`src/hw/rtl/ttbs_pkg.sv`:
```
// Shared types and constants for the timestamp table search block.
// Used by every module under timestamp_table_binary_search; no dependencies.
`default_nettype none

package ttbs_pkg;

    localparam int IDX_W     = 10;   // table index as carried on the ports
    localparam int COUNT_W   = 11;   // entry_count register
    localparam int WEEK_W    = 16;
    localparam int SEC_W     = 36;   // seconds into week, 16 fraction bits
    localparam int PKT_W     = 32;
    localparam int KEY_W     = 52;   // absolute time, 16 fraction bits
    localparam int WSEC_W    = 20;
    localparam int PROD_W    = WEEK_W + WSEC_W;
    localparam int FRAC_W    = 16;
    localparam int STATUS_W  = 3;

    localparam logic [WSEC_W-1:0] WEEK_SECONDS = 20'd604800;

    // input word layout, lowest bit first
    localparam int IN_IDX_LSB  = 0;
    localparam int IN_OK_LSB   = IN_IDX_LSB + IDX_W;
    localparam int IN_WEEK_LSB = IN_OK_LSB + 1;
    localparam int IN_SEC_LSB  = IN_WEEK_LSB + WEEK_W;
    localparam int IN_PKT_LSB  = IN_SEC_LSB + SEC_W;
    localparam int IN_QT_LSB   = IN_PKT_LSB + PKT_W;
    localparam int IN_TDATA_W  = 152;
    localparam int OUT_TDATA_W = 16;

    localparam int QUEUE_DEPTH = 2;

    typedef enum logic [0:0] {
        REQ_WRITE = 1'b0,
        REQ_QUERY = 1'b1
    } t_req;

    typedef enum logic [STATUS_W-1:0] {
        ST_FOUND   = 3'd0,
        ST_EMPTY   = 3'd1,
        ST_BEFORE  = 3'd2,
        ST_AFTER   = 3'd3,
        ST_WRITTEN = 3'd4
    } t_status;

    typedef enum logic [2:0] {
        S_IDLE,
        S_HEAD,
        S_TAIL,
        S_BIS,
        S_UP,
        S_DOWN,
        S_RESP
    } t_state;

    // one classified item as it sits in the queue
    typedef struct packed {
        t_req              kind;
        logic [IDX_W-1:0]  idx;
        logic [KEY_W-1:0]  key;     // record key for writes, query time for queries
        logic              usable;
    } t_job;

    // back-end status seen by the front end
    typedef struct packed {
        logic queue_full;
        logic clearing;
    } t_front_ctl;

endpackage

`default_nettype wire

```
`src/hw/rtl/ttbs_front.sv`:
```
// Front end: accepts input words, decodes the fields and builds a queue job.
// Computes the record key and usable mark for writes. Depends on ttbs_pkg.
`default_nettype none

module ttbs_front
    import ttbs_pkg::*;
(
    input  wire logic                  i_s_tvalid,
    output logic                       o_s_tready,
    input  wire logic [IN_TDATA_W-1:0] i_s_tdata,
    input  wire logic                  i_s_tuser,
    input  wire t_front_ctl            i_ctl,
    output logic                       o_push,
    output t_job                       o_job
);

    logic [WEEK_W-1:0] week;
    logic [SEC_W-1:0]  sec;
    logic [PKT_W-1:0]  pkt;
    logic [PROD_W-1:0] prod;
    logic [KEY_W-1:0]  rec_key;
    logic              usable;

    assign week = i_s_tdata[IN_WEEK_LSB +: WEEK_W];
    assign sec  = i_s_tdata[IN_SEC_LSB +: SEC_W];
    assign pkt  = i_s_tdata[IN_PKT_LSB +: PKT_W];

    // week * 604800, then shifted into the fixed point and seconds added
    assign prod    = PROD_W'(week) * PROD_W'(WEEK_SECONDS);
    assign rec_key = {prod, {FRAC_W{1'b0}}} + KEY_W'(sec);
    assign usable  = i_s_tdata[IN_OK_LSB] && (week != '0) && !pkt[PKT_W-1];

    assign o_s_tready = !i_ctl.queue_full && !i_ctl.clearing;
    assign o_push     = i_s_tvalid && o_s_tready;

    always_comb begin
        o_job.kind   = t_req'(i_s_tuser);
        o_job.idx    = i_s_tdata[IN_IDX_LSB +: IDX_W];
        o_job.usable = usable;
        if (o_job.kind == REQ_QUERY) begin
            o_job.key = i_s_tdata[IN_QT_LSB +: KEY_W];
        end else begin
            o_job.key = rec_key;
        end
    end

endmodule

`default_nettype wire

```
`config.mk`:
```
export PLATFORM = sky130hd
export DESIGN_NAME = ttbs_front
export DESIGN_NICKNAME = d
export VERILOG_FILES = /design/src/hw/rtl/ttbs_pkg.sv /design/src/hw/rtl/ttbs_front.sv
export SDC_FILE = /design/constraint.sdc
export NUM_CORES = 1
export LEC_CHECK = 0
export BUFFER_PORTS_ARGS = -buffer_cell sky130_fd_sc_hd__buf_2
export CORE_UTILIZATION = 56
export DETAILED_ROUTE_END_ITERATION = 10
export PLACE_DENSITY = 0.92
export SLEW_MARGIN = 40
export SYNTH_ARGS = -nofsm -noshare
export SYNTH_HDL_FRONTEND = slang
export SYNTH_SLANG_ARGS = --single-unit
```
`constraint.sdc`:
```
create_clock -name vclk -period 20.7
set_input_delay 5.175 -clock vclk [all_inputs]
set_output_delay 5.175 -clock vclk [all_outputs]
set_load 0.03 [all_outputs]
```
-- Word level (Yosys, flattened, before mapping)
Cells that the tools add are included.
- reduce and logical (&&, ||, !) cells: 8
- add/sub/neg operators: 1
- mux-type cells: 1
- divide/modulo/power cells: 0
- eq/ne operators: 0
- multipliers: 1
- shifts and indexed selects: 0
- order comparisons: 0
- bitwise logic cells: 0
- operators with widths (kind ; count):
    adder 52 x 36 -> 52 bit ; 1
    2-to-1 mux 52 bit ; 1
    multiplier 16 x 13 -> 29 bit, second input constant ; 1
    nonzero test 16 bit ; 1
    logical AND 1 bit ; 4
    zero test 1 bit ; 3
- flip-flop bits (word level): 0
- latch bits: 0
- logic and storage cells: 11
- output and inout port bits: 66
- ROM bits: 0
- RAM bits: 0
- memories kept: 0
- bits of input ports: 156

-- Logic depth before layout (Yosys ltp)
- word-level depth: 3
- depth in mapped cells: 22
- depth with buffers taken out: 22

-- Worst setup path before layout
Ideal clock, no wire load.
- path kind: input-to-output
- start: in i_s_tdata[16]
- end: out o_job[52] in the netlist's numbering
- arrival time: 10.648 ns
- slack: 4.877 ns
- cell stages on the path: 20
- path buffers: 1
- cell sequence: inv_1 > fa_1 > inv_1 > ha_1 > fa_1 > fa_1 > inv_1 > fa_1 > inv_1 > ha_1 > buf_4 > a211o_1 > a21oi_1 > o22ai_1 > a41oi_1 > xor2_1 > or4b_4 > nor4_4 > nand3_1 > a31oi_1
- RTL lines (what ; line ; RTL):
    start, declared ; ttbs_front.sv:10 ; input wire logic [IN_TDATA_W-1:0] i_s_tdata,
    end, declared ; ttbs_front.sv:14 ; output t_job o_job

==> impl_metrics.py <==
metrics = {
    "cts": {
        "ctsResizeCount": 0,
        "cts_hold_buf": 0,
        "postCtsSetupBuffers": 0,
    },
    "synthesis": {
        "yosys.area_share.simple": 0.111,
        "synth.avg_cell_area_um2": 8.54,
        "synth_top_family_by_area": "adder cells",
        "synthAdderAreaFrac": 0.502,
        "ys_types": 57,
        "synth-compound-area-share": 0.153,
        "synthCells": 650,
        "synth_mux_area_frac": 0.0545,
        "synthesis.nets": 991,
        "yosysSeqAreaShare": 0,
        "synth.cell_area_mm2": 0.00555,
        "ys_warn_count": 0,
        "synth_xor_area_frac": 0.0662,
    },
    "sta": {
        "setup_viol": 0,
        "max_freq_mhz": 61.0,
        "period_needed_ps": 16390,
        "hold_viol_final": 0,
        "slew_violations": 0,
        "tns_ps": 0,
        "final.period_utilization": 0.792,
        "max-slew-margin-rel": 0.556,
        "rsz0062_at_grt": "no",
        "tightest_slew_ps": 666,
    },
    "worst_setup_path": {
        "endpoint_kind": "primary output",
        "startpoint_type": "input pin",
        "worstPathRequired_ps": 15530,
        "cp_max_fo": 6,
        "critPathKind": "in -> out",
        "critPathArrivalTime_ps": 11210,
    },
    "run_status": {
        "outcome": "finished clean",
    },
    "cells_and_area": {
        "final_common_cell": "buf_2",
        "seq_cell_count": 0,
        "final_cell_mix": "buf_2 (166), inv_1 (123), ha_1 (122), fa_1 (63), nand2_1 (47)",
        "num_antenna_cells": 0,
        "layout-drive-gt1-share": 0.261,
        "clkbuf_count": 0,
        "nets": 1132,
        "area_growth_pct": 15.0,
        "seq_area_um2": 0,
    },
    "floorplanning": {
        "initial_core_util": 0.590,
        "die_h_um": 102,
        "die_w_um": 102,
        "die_area_mm2": 0.0103,
        "core_area_mm2": 0.00942,
        "row_count": 35,
        "io_pins": 222,
    },
    "global_route": {
        "grtUsageTotal": 0.261,
        "grt_overflow_total": 0,
        "grt_pass1_wl_mm": 21.6,
        "grt_pass1_vias": 4918,
        "grt_max_degree": 77,
        "antenna_found_initial": 0,
    },
    "place": {
        "dp_hpwl_mm": 12.0,
        "portBuffers": 166,
        "gp_congestion": 0.871,
    },
    "detailed_routing": {
        "wl_mm": 13.5,
        "post_drt_wl_per_cell_um": 14.7,
        "drc": 0,
        "drtAntennaViolNets": 0,
        "route.vias.total": 4993,
        "viasPerCell": 5.44,
        "drtPass1Iterations": 5,
        "drtIter0Drc": 236,
    },
    "hold_path": {
        "hold_path_depth": 0,
        "hold_class": "in -> out",
    },
    "flow_run": {
        "max-cap-violations": 0,
    },
}
-- Yosys cell counts, types with 9 or more instances --
cell / n / area, um2
buf_4: 14 / 105
inv_1: 123 / 462
o21ai_0: 38 / 190
xor2_1: 16 / 140
fa_1: 63 / 1260
o21a_1: 10 / 75.1
ha_1: 122 / 1530
a21oi_1: 28 / 140
nor2_1: 17 / 63.8
nand4_1: 9 / 56.3
clkbuf_1: 11 / 41.3
a21o_1: 12 / 90.1
xnor2_1: 26 / 228
mux2_2: 26 / 293
nand2_1: 47 / 176
-- per-stage QoR --
step | std cells | util | setup WS [ps] | hold slack, ps | cell area [um2]
floorplan | 650 | - | 4880 | 10460 | 5550
global placement | 918 | 0.678 | 4510 | 10350 | 6380
detailed placement | 918 | 0.678 | 4370 | 10350 | 6380
CTS | 918 | 0.678 | 4370 | 10350 | 6380
global route | 918 | 0.678 | 4010 | 10350 | 6380
finish | 918 | 0.678 | 4310 | 10350 | 6380
-- routing by layer --
metal | GRT usage | vias up | part of all wire | wire, um
li1 | - | 2457 | - | -
met1 | 0.323 | 2340 | 0.43 | 5770
met2 | 0.512 | 184 | 0.51 | 6860
met3 | 0.00759 | 12 | 0.055 | 741
met4 | 0.0368 | 0 | 0.010 | 141
met5 | 0 | - | 0 | 0
-- worst max-delay path, stage by stage --
cell	delay [ps]
buf_2	200
inv_1	130
fa_1	550
inv_1	50
ha_1	210
fa_1	560
inv_1	60
fa_1	470
fa_1	540
inv_1	40
ha_1	390
and3_1	210
a221oi_4	350
o22ai_1	190
a41oi_1	330
xor2_1	210
or4b_4	630
nor4_4	340
nand3_1	120
a31oi_1	220
buf_2	230
-- path summary, 6_finish.rpt --
path	startpoint	end	slack [ps]
setup / recovery	i_s_tdata[14]	o_job[52]	4310
hold / removal	i_s_tdata[1]	o_job[54]	10350
-- cells by family after synthesis --
logic type / after synthesis
and+or+nand+nor: 116
adders and majority gates: 185
muxes: 27
buffers and inverters: 151
xor gates and xnor gates: 42
AOI/OAI and AO/OA: 129
-- final cells by class --
type,instances,area [um2]
fillers,717,3030
inverters,123,462
well taps,129,161
repair buffers,167,838
multi-input cells,499,4920
Power is left out: the tool's default activity adds up to more than one toggle a clock period on the data nets, which glitch-free logic cannot reach.
