## config.mk

```make
export PLATFORM = sky130hd
export DESIGN_NAME = ttbs_queue
export DESIGN_NICKNAME = d
export VERILOG_FILES = /design/src/hw/rtl/ttbs_pkg.sv /design/src/hw/rtl/ttbs_queue.sv
export SDC_FILE = /design/constraint.sdc
export NUM_CORES = 1
export LEC_CHECK = 0
export ABC_AREA = 1
export BUFFER_PORTS_ARGS = -buffer_cell sky130_fd_sc_hd__buf_2
export CELL_PAD_IN_SITES_DETAIL_PLACEMENT = 2
export CELL_PAD_IN_SITES_GLOBAL_PLACEMENT = 2
export CORE_MARGIN = 2
export CORE_UTILIZATION = 41
export CTS_CLUSTER_DIAMETER = 30
export DETAILED_ROUTE_END_ITERATION = 16
export PLACE_DENSITY = 0.93
export SLEW_MARGIN = 5
export SYNTH_ARGS = -nofsm -noshare
export SYNTH_HDL_FRONTEND = slang
export SYNTH_SLANG_ARGS = --single-unit
```

## constraint.sdc

```tcl
create_clock -name i_clk -period 6.6 [get_ports i_clk]
set_clock_uncertainty 0.2 [all_clocks]
set_input_delay 0.33 -clock i_clk [delete_from_list [all_inputs] [get_ports i_clk]]
set_output_delay 0.33 -clock i_clk [all_outputs]
set_load 0.02 [all_outputs]
```

## src/hw/rtl/ttbs_pkg.sv

```systemverilog
// Shared types and constants for the timestamp table search block.
// Used by every module under timestamp_table_binary_search; no dependencies.
`default_nettype none

package ttbs_pkg;

    localparam int IDX_W     = 10;   // table index as carried on the ports
    localparam int COUNT_W   = 11;   // entry_count register
    localparam int WEEK_W    = 16;
    localparam int SEC_W     = 36;   // seconds into week, 16 fraction bits
    localparam int PKT_W     = 32;
    localparam int KEY_W     = 52;   // absolute time, 16 fraction bits
    localparam int WSEC_W    = 20;
    localparam int PROD_W    = WEEK_W + WSEC_W;
    localparam int FRAC_W    = 16;
    localparam int STATUS_W  = 3;

    localparam logic [WSEC_W-1:0] WEEK_SECONDS = 20'd604800;

    // input word layout, lowest bit first
    localparam int IN_IDX_LSB  = 0;
    localparam int IN_OK_LSB   = IN_IDX_LSB + IDX_W;
    localparam int IN_WEEK_LSB = IN_OK_LSB + 1;
    localparam int IN_SEC_LSB  = IN_WEEK_LSB + WEEK_W;
    localparam int IN_PKT_LSB  = IN_SEC_LSB + SEC_W;
    localparam int IN_QT_LSB   = IN_PKT_LSB + PKT_W;
    localparam int IN_TDATA_W  = 152;
    localparam int OUT_TDATA_W = 16;

    localparam int QUEUE_DEPTH = 2;

    typedef enum logic [0:0] {
        REQ_WRITE = 1'b0,
        REQ_QUERY = 1'b1
    } t_req;

    typedef enum logic [STATUS_W-1:0] {
        ST_FOUND   = 3'd0,
        ST_EMPTY   = 3'd1,
        ST_BEFORE  = 3'd2,
        ST_AFTER   = 3'd3,
        ST_WRITTEN = 3'd4
    } t_status;

    typedef enum logic [2:0] {
        S_IDLE,
        S_HEAD,
        S_TAIL,
        S_BIS,
        S_UP,
        S_DOWN,
        S_RESP
    } t_state;

    // one classified item as it sits in the queue
    typedef struct packed {
        t_req              kind;
        logic [IDX_W-1:0]  idx;
        logic [KEY_W-1:0]  key;     // record key for writes, query time for queries
        logic              usable;
    } t_job;

    // back-end status seen by the front end
    typedef struct packed {
        logic queue_full;
        logic clearing;
    } t_front_ctl;

endpackage

`default_nettype wire

```

## src/hw/rtl/ttbs_queue.sv

```systemverilog
// Short job queue between front and back ends.
// Two-entry FIFO of t_job words; depends on ttbs_pkg.
`default_nettype none

module ttbs_queue
    import ttbs_pkg::*;
(
    input  wire logic i_clk,
    input  wire logic i_rst_n,
    input  wire logic i_push,
    input  wire t_job i_job,
    output logic      o_full,
    input  wire logic i_pop,
    output logic      o_valid,
    output t_job      o_job
);

    localparam int PTR_W = $clog2(QUEUE_DEPTH);
    localparam int CNT_W = $clog2(QUEUE_DEPTH + 1);

    t_job             r_slot [QUEUE_DEPTH];
    logic [PTR_W-1:0] r_wr_ptr, n_wr_ptr;
    logic [PTR_W-1:0] r_rd_ptr, n_rd_ptr;
    logic [CNT_W-1:0] r_cnt, n_cnt;

    assign o_full  = (r_cnt == CNT_W'(QUEUE_DEPTH));
    assign o_valid = (r_cnt != '0);
    assign o_job   = r_slot[r_rd_ptr];

    always_comb begin
        n_wr_ptr = r_wr_ptr;
        n_rd_ptr = r_rd_ptr;
        n_cnt    = r_cnt;
        if (i_push) begin
            n_wr_ptr = r_wr_ptr + PTR_W'(1);
        end
        if (i_pop) begin
            n_rd_ptr = r_rd_ptr + PTR_W'(1);
        end
        if (i_push && !i_pop) begin
            n_cnt = r_cnt + CNT_W'(1);
        end else if (!i_push && i_pop) begin
            n_cnt = r_cnt - CNT_W'(1);
        end
    end

    always_ff @(posedge i_clk) begin
        if (!i_rst_n) begin
            r_wr_ptr <= '0;
            r_rd_ptr <= '0;
            r_cnt    <= '0;
        end else begin
            r_wr_ptr <= n_wr_ptr;
            r_rd_ptr <= n_rd_ptr;
            r_cnt    <= n_cnt;
        end
    end

    always_ff @(posedge i_clk) begin
        if (i_push) begin
            r_slot[r_wr_ptr] <= i_job;
        end
    end

endmodule

`default_nettype wire

```

# [Yosys cells after proc, flatten, opt, wreduce, memory -nomap -nowiden]
# Memories as Yosys holds them, arrays and structs flattened. A register that Yosys moved wholly into a read port is not among the register bits.
# Cells that the tools add are included.
[op_classes] n_eq_ne=1 n_lt_le_gt_ge=0 n_addsub=4 reduce_logical=6 shifts=0 n_mul=0 bitwise=0 n_div=0 muxes=6
[op_table] cell="$mux 1" count=4
[op_table] cell="$mux 2" count=2
[op_table] cell="$reduce_bool 2->1" count=2
[op_table] cell="$add 1x1->1 const B" count=2
[op_table] cell="$add 2x1->2 const B" count=1
[op_table] cell="$eq 2x2->1 const B" count=1
[op_table] cell="$logic_and 1x1->1" count=2
[op_table] cell="$logic_not 1->1" count=2
[op_table] cell="$sub 2x1->2 const B" count=1
[totals] ram_bits=128 out_inout_bits=66 reg_bits=4 romBits=0 latchBits=0 n_memories=1 elab_cells=21 inputBits=68
[mem_list] memory="r_slot" depth=2 width=64 rd=1 rd_clocked_by_memory_dff=1 write_ports=1 line="ttbs_queue.sv:21" source="t_job r_slot [QUEUE_DEPTH];"

# [Depth between registers and ports, before layout]
[depth] depth_word=4 depth_mapped=8 ltp_nobuf=8

# [Worst setup path before layout]
# No wires, ideal clock.
[synth_path] kind="input-to-reg" from="input i_push" to="memory r_slot[0][0] (netlist name), enable pin" path_slack_ns=2.858 stages=2 n_path_buf=0 setup_time_ns=0.488 t_required_ns=5.912 arrival_ns=3.054 cell_sequence="inv_1 -> nor2_1"
[synth_via] elab_chain_cells=2
[synth_lines] item="start, declared" line="ttbs_queue.sv:10" source="input wire logic i_push,"
[synth_lines] item="$mux 1" line="ttbs_queue.sv:60" source="if (i_push) begin"
[synth_lines] item="$mux 1 (not written as such)" line="ttbs_queue.sv:61" source="r_slot[r_wr_ptr] <= i_job;"
[synth_lines] item="end, declared" line="ttbs_queue.sv:21"
# Every way passes these cells.

==> key figures <==
Global route
  • Gr ovfl total: 0
  • Largest net degree at the start of global routing: 50
  • Initial antenna violation count: 0
  • First-pass GRT wire length: 19800 um
  • Vias in the first global route: 3377
  • Gr usage total: 20.9%

Pwr
  • Lkg Pwr: 2.89 nW
  • Max IR drop VDD: 0.210 mV
  • Tot Pwr: 2.15 mW
  • Power Density: 301 nW/um2

Clocking
  • Maximum root-to-sink buffer count: 2
  • H-tree depth: 4
  • Worst-path clk slew: 0.06 ns
  • CTS tree: done
  • CTS root buffer: clkbuf_16
  • Clk_lat worst skew: 0.42 ns
  • Clock Sink Count: 133
  • Post-CTS setup buffer count: 0
  • Inserted Clock Buffers: 17

Worst setup path
  • Crit. End Element: output port
  • Startpoint class of the critical path: flop
  • Critical path arrival: 2.36 ns
  • Setup CP Type: reg2out
  • Worst Path Max Fanout: 39
  • WP data required: 6.07 ns

Yosys
  • Synthesized Nets: 303
  • Top cells by area, synth: edfxtp_1 (75%), mux2_4 (17%), buf_12 (2.3%)
  • Dominant synthesized flop cell: edfxtp_1
  • Post-synthesis cell count: 234
  • Top-count cell post-synth: edfxtp_1
  • Seq/Total Area, Yosys: 76.6%
  • Post-synth top area cell: edfxtp_1
  • Area share of the leading cell type in the synthesized netlist: 74.7%
  • Ys async rst share: 0%
  • Commonest cells post-synth: edfxtp_1 (128), mux2_4 (60), nand2_1 (9)
  • Synth warnings: 0
  • Post-synth EDFFs: 128
  • Yosys reg bits: 133
  • Mapped cell area: 5150 um2
  • Post-synth cell types: 14
  • Mean Syn Cell Area: 22.0 um2

STA
  • Fmax: 346 MHz
  • Relative slew margins: 38.7%
  • Pins Over Slew Limit: 0
  • Crit share post-route: 43.8%
  • Slew @ Worst Pin: 0.917 ns
  • Final min period: 2.89 ns
  • Final setup viols: 0
  • Final hold viol count: 0
  • Setup TNS: 0 ns
  • RSZ-0062 raised after global routing: false

Floorplan
  • Initial Util: 42.5%
  • Top Ports: 134
  • Core area: 12100 um2
  • Die ar.: 13500 um2
  • Die height: 116 um
  • DIE WIDTH: 116 um
  • FP Rows: 40

Finish
  • Share of cells above drive strength 1: 50.3%
  • Fin util: 59.0%
  • Filler Cell Count: 1060
  • ANT cells: 0
  • Post-route cell area: 7140 um2
  • Nets: 517
  • Area Overhead vs Synth: 38.7%

Run
  • Max Cap Viol: 0

Placed design
  • GPL Wtd Cong: 0.677
  • Dpl cell area: 5930 um2
  • IO buf count: 133
  • DP HPWL: 7210 um

Drt
  • Detail Route Antenna Nets: 0
  • DR vias: 2851
  • DRC viols: 0
  • Drt total wl: 13200 um
  • Number of DRC markers in iteration 0: 205
  • Post-DR vias/cell: 4.53
  • Drt first pass iters: 4
  • DR WL/cell: 20.9 um

Min path
  • Worst min path class: in2reg

Status
  • Status: completed
## per-stage QoR
step | hold slack [ns] | worst slack (ns) | cells
2_1_floorplan | 0.229 | 2.86 | 234
3_3_place_gp | 0.277 | 4.16 | 531
3_5_place_dp | 0.305 | 4.11 | 531
4_1_cts | 0.0326 | 3.65 | 629
5_1_grt | 0.101 | 3.59 | 629
6_report | 0.0383 | 3.71 | 629
## cell families (layout without fill, tap and decap cells)
| kind of cell | after synthesis | after routing | synth area share (%) |
|---|---|---|---|
| muxes | 64 | 64 | 18.4 |
| adders and majority gates | 1 | 1 | 0.243 |
| and+or+nand+nor | 19 | 19 | 1.46 |
| buffers and inverters | 15 | 242 | 3.13 |
| AOI/OAI and AO/OA | 2 | 2 | 0.194 |
| DFF | 133 | 133 | 76.6 |
## flip-flops by register name, summed over array words and instances, names as in the netlist, named ones only
| name | count |
|---|---|
| r_cnt | 2 |
| r_rd_ptr | 1 |
| r_slot | 128 |
| r_wr_ptr | 1 |
## metal layers
metal  part of all wire, %  global-route usage (%)
met2                    57                    39.1
met4                   1.7                    8.57
met1                    38                    22.5
met3                   3.9                    5.18
met5                     0                       0
## layout make-up
type                    instances  area, um2  share of cell area [%]
flip-flops and latches        133       3950                    55.3
repair buffers                202       1350                    18.9
multi-input cells              86       1050                    14.7
clock buffers                  23        478                    6.69
well taps                     168        210                    2.94
clock inverters                 9       77.6                    1.09
inverters                       8       30.0                   0.420
## path summary, 6_finish.rpt
kind | startpoint | end | slack, ns | cells past startpoint
worst min-delay path | i_push | r_wr_ptr | 0.04 | 3
worst max-delay path | flop | o_job[44] | 3.71 | 3
worst max register to register | r_wr_ptr | r_slot[0][41] | 4.38 | 2
worst min register to register | r_rd_ptr | flop | 0.34 | 2
## worst max-delay path: stages, from the launching register on
cell and delay [ns]:
dfxtp_4 0.66, buf_4 0.68, mux2_2 0.41, buf_2 0.16
## cell usage in the layout (no fill, tap or decap), types with 3 or more instances in the layout
cell             n
buf_2          133
buf_4            3
clkbuf_1         3
clkbuf_16       17
clkbuf_8         3
clkinv_2         5
clkinvlp_4       3
dfxtp_1          4
dlygate4sd3_1   66
edfxtp_1       128
inv_1            7
mux2_2           4
mux2_4          60
nand2_1          9
nor2_1           7
## where the power goes
group | internal [mW] | switching, mW
Combinational | 0.123 | 0.135
Clock | 0.544 | 0.346
Sequential | 0.978 | 0.0215
## what timing repair did
action | 4_1_cts | 5_1_grt
gates resized for setup | 0 | 0
hold buffers | 66 | 0
endpoints found under the setup margin | 0 | 0
hold endpoints to repair | 132 | 0
(Power assumes the default switching activity.)
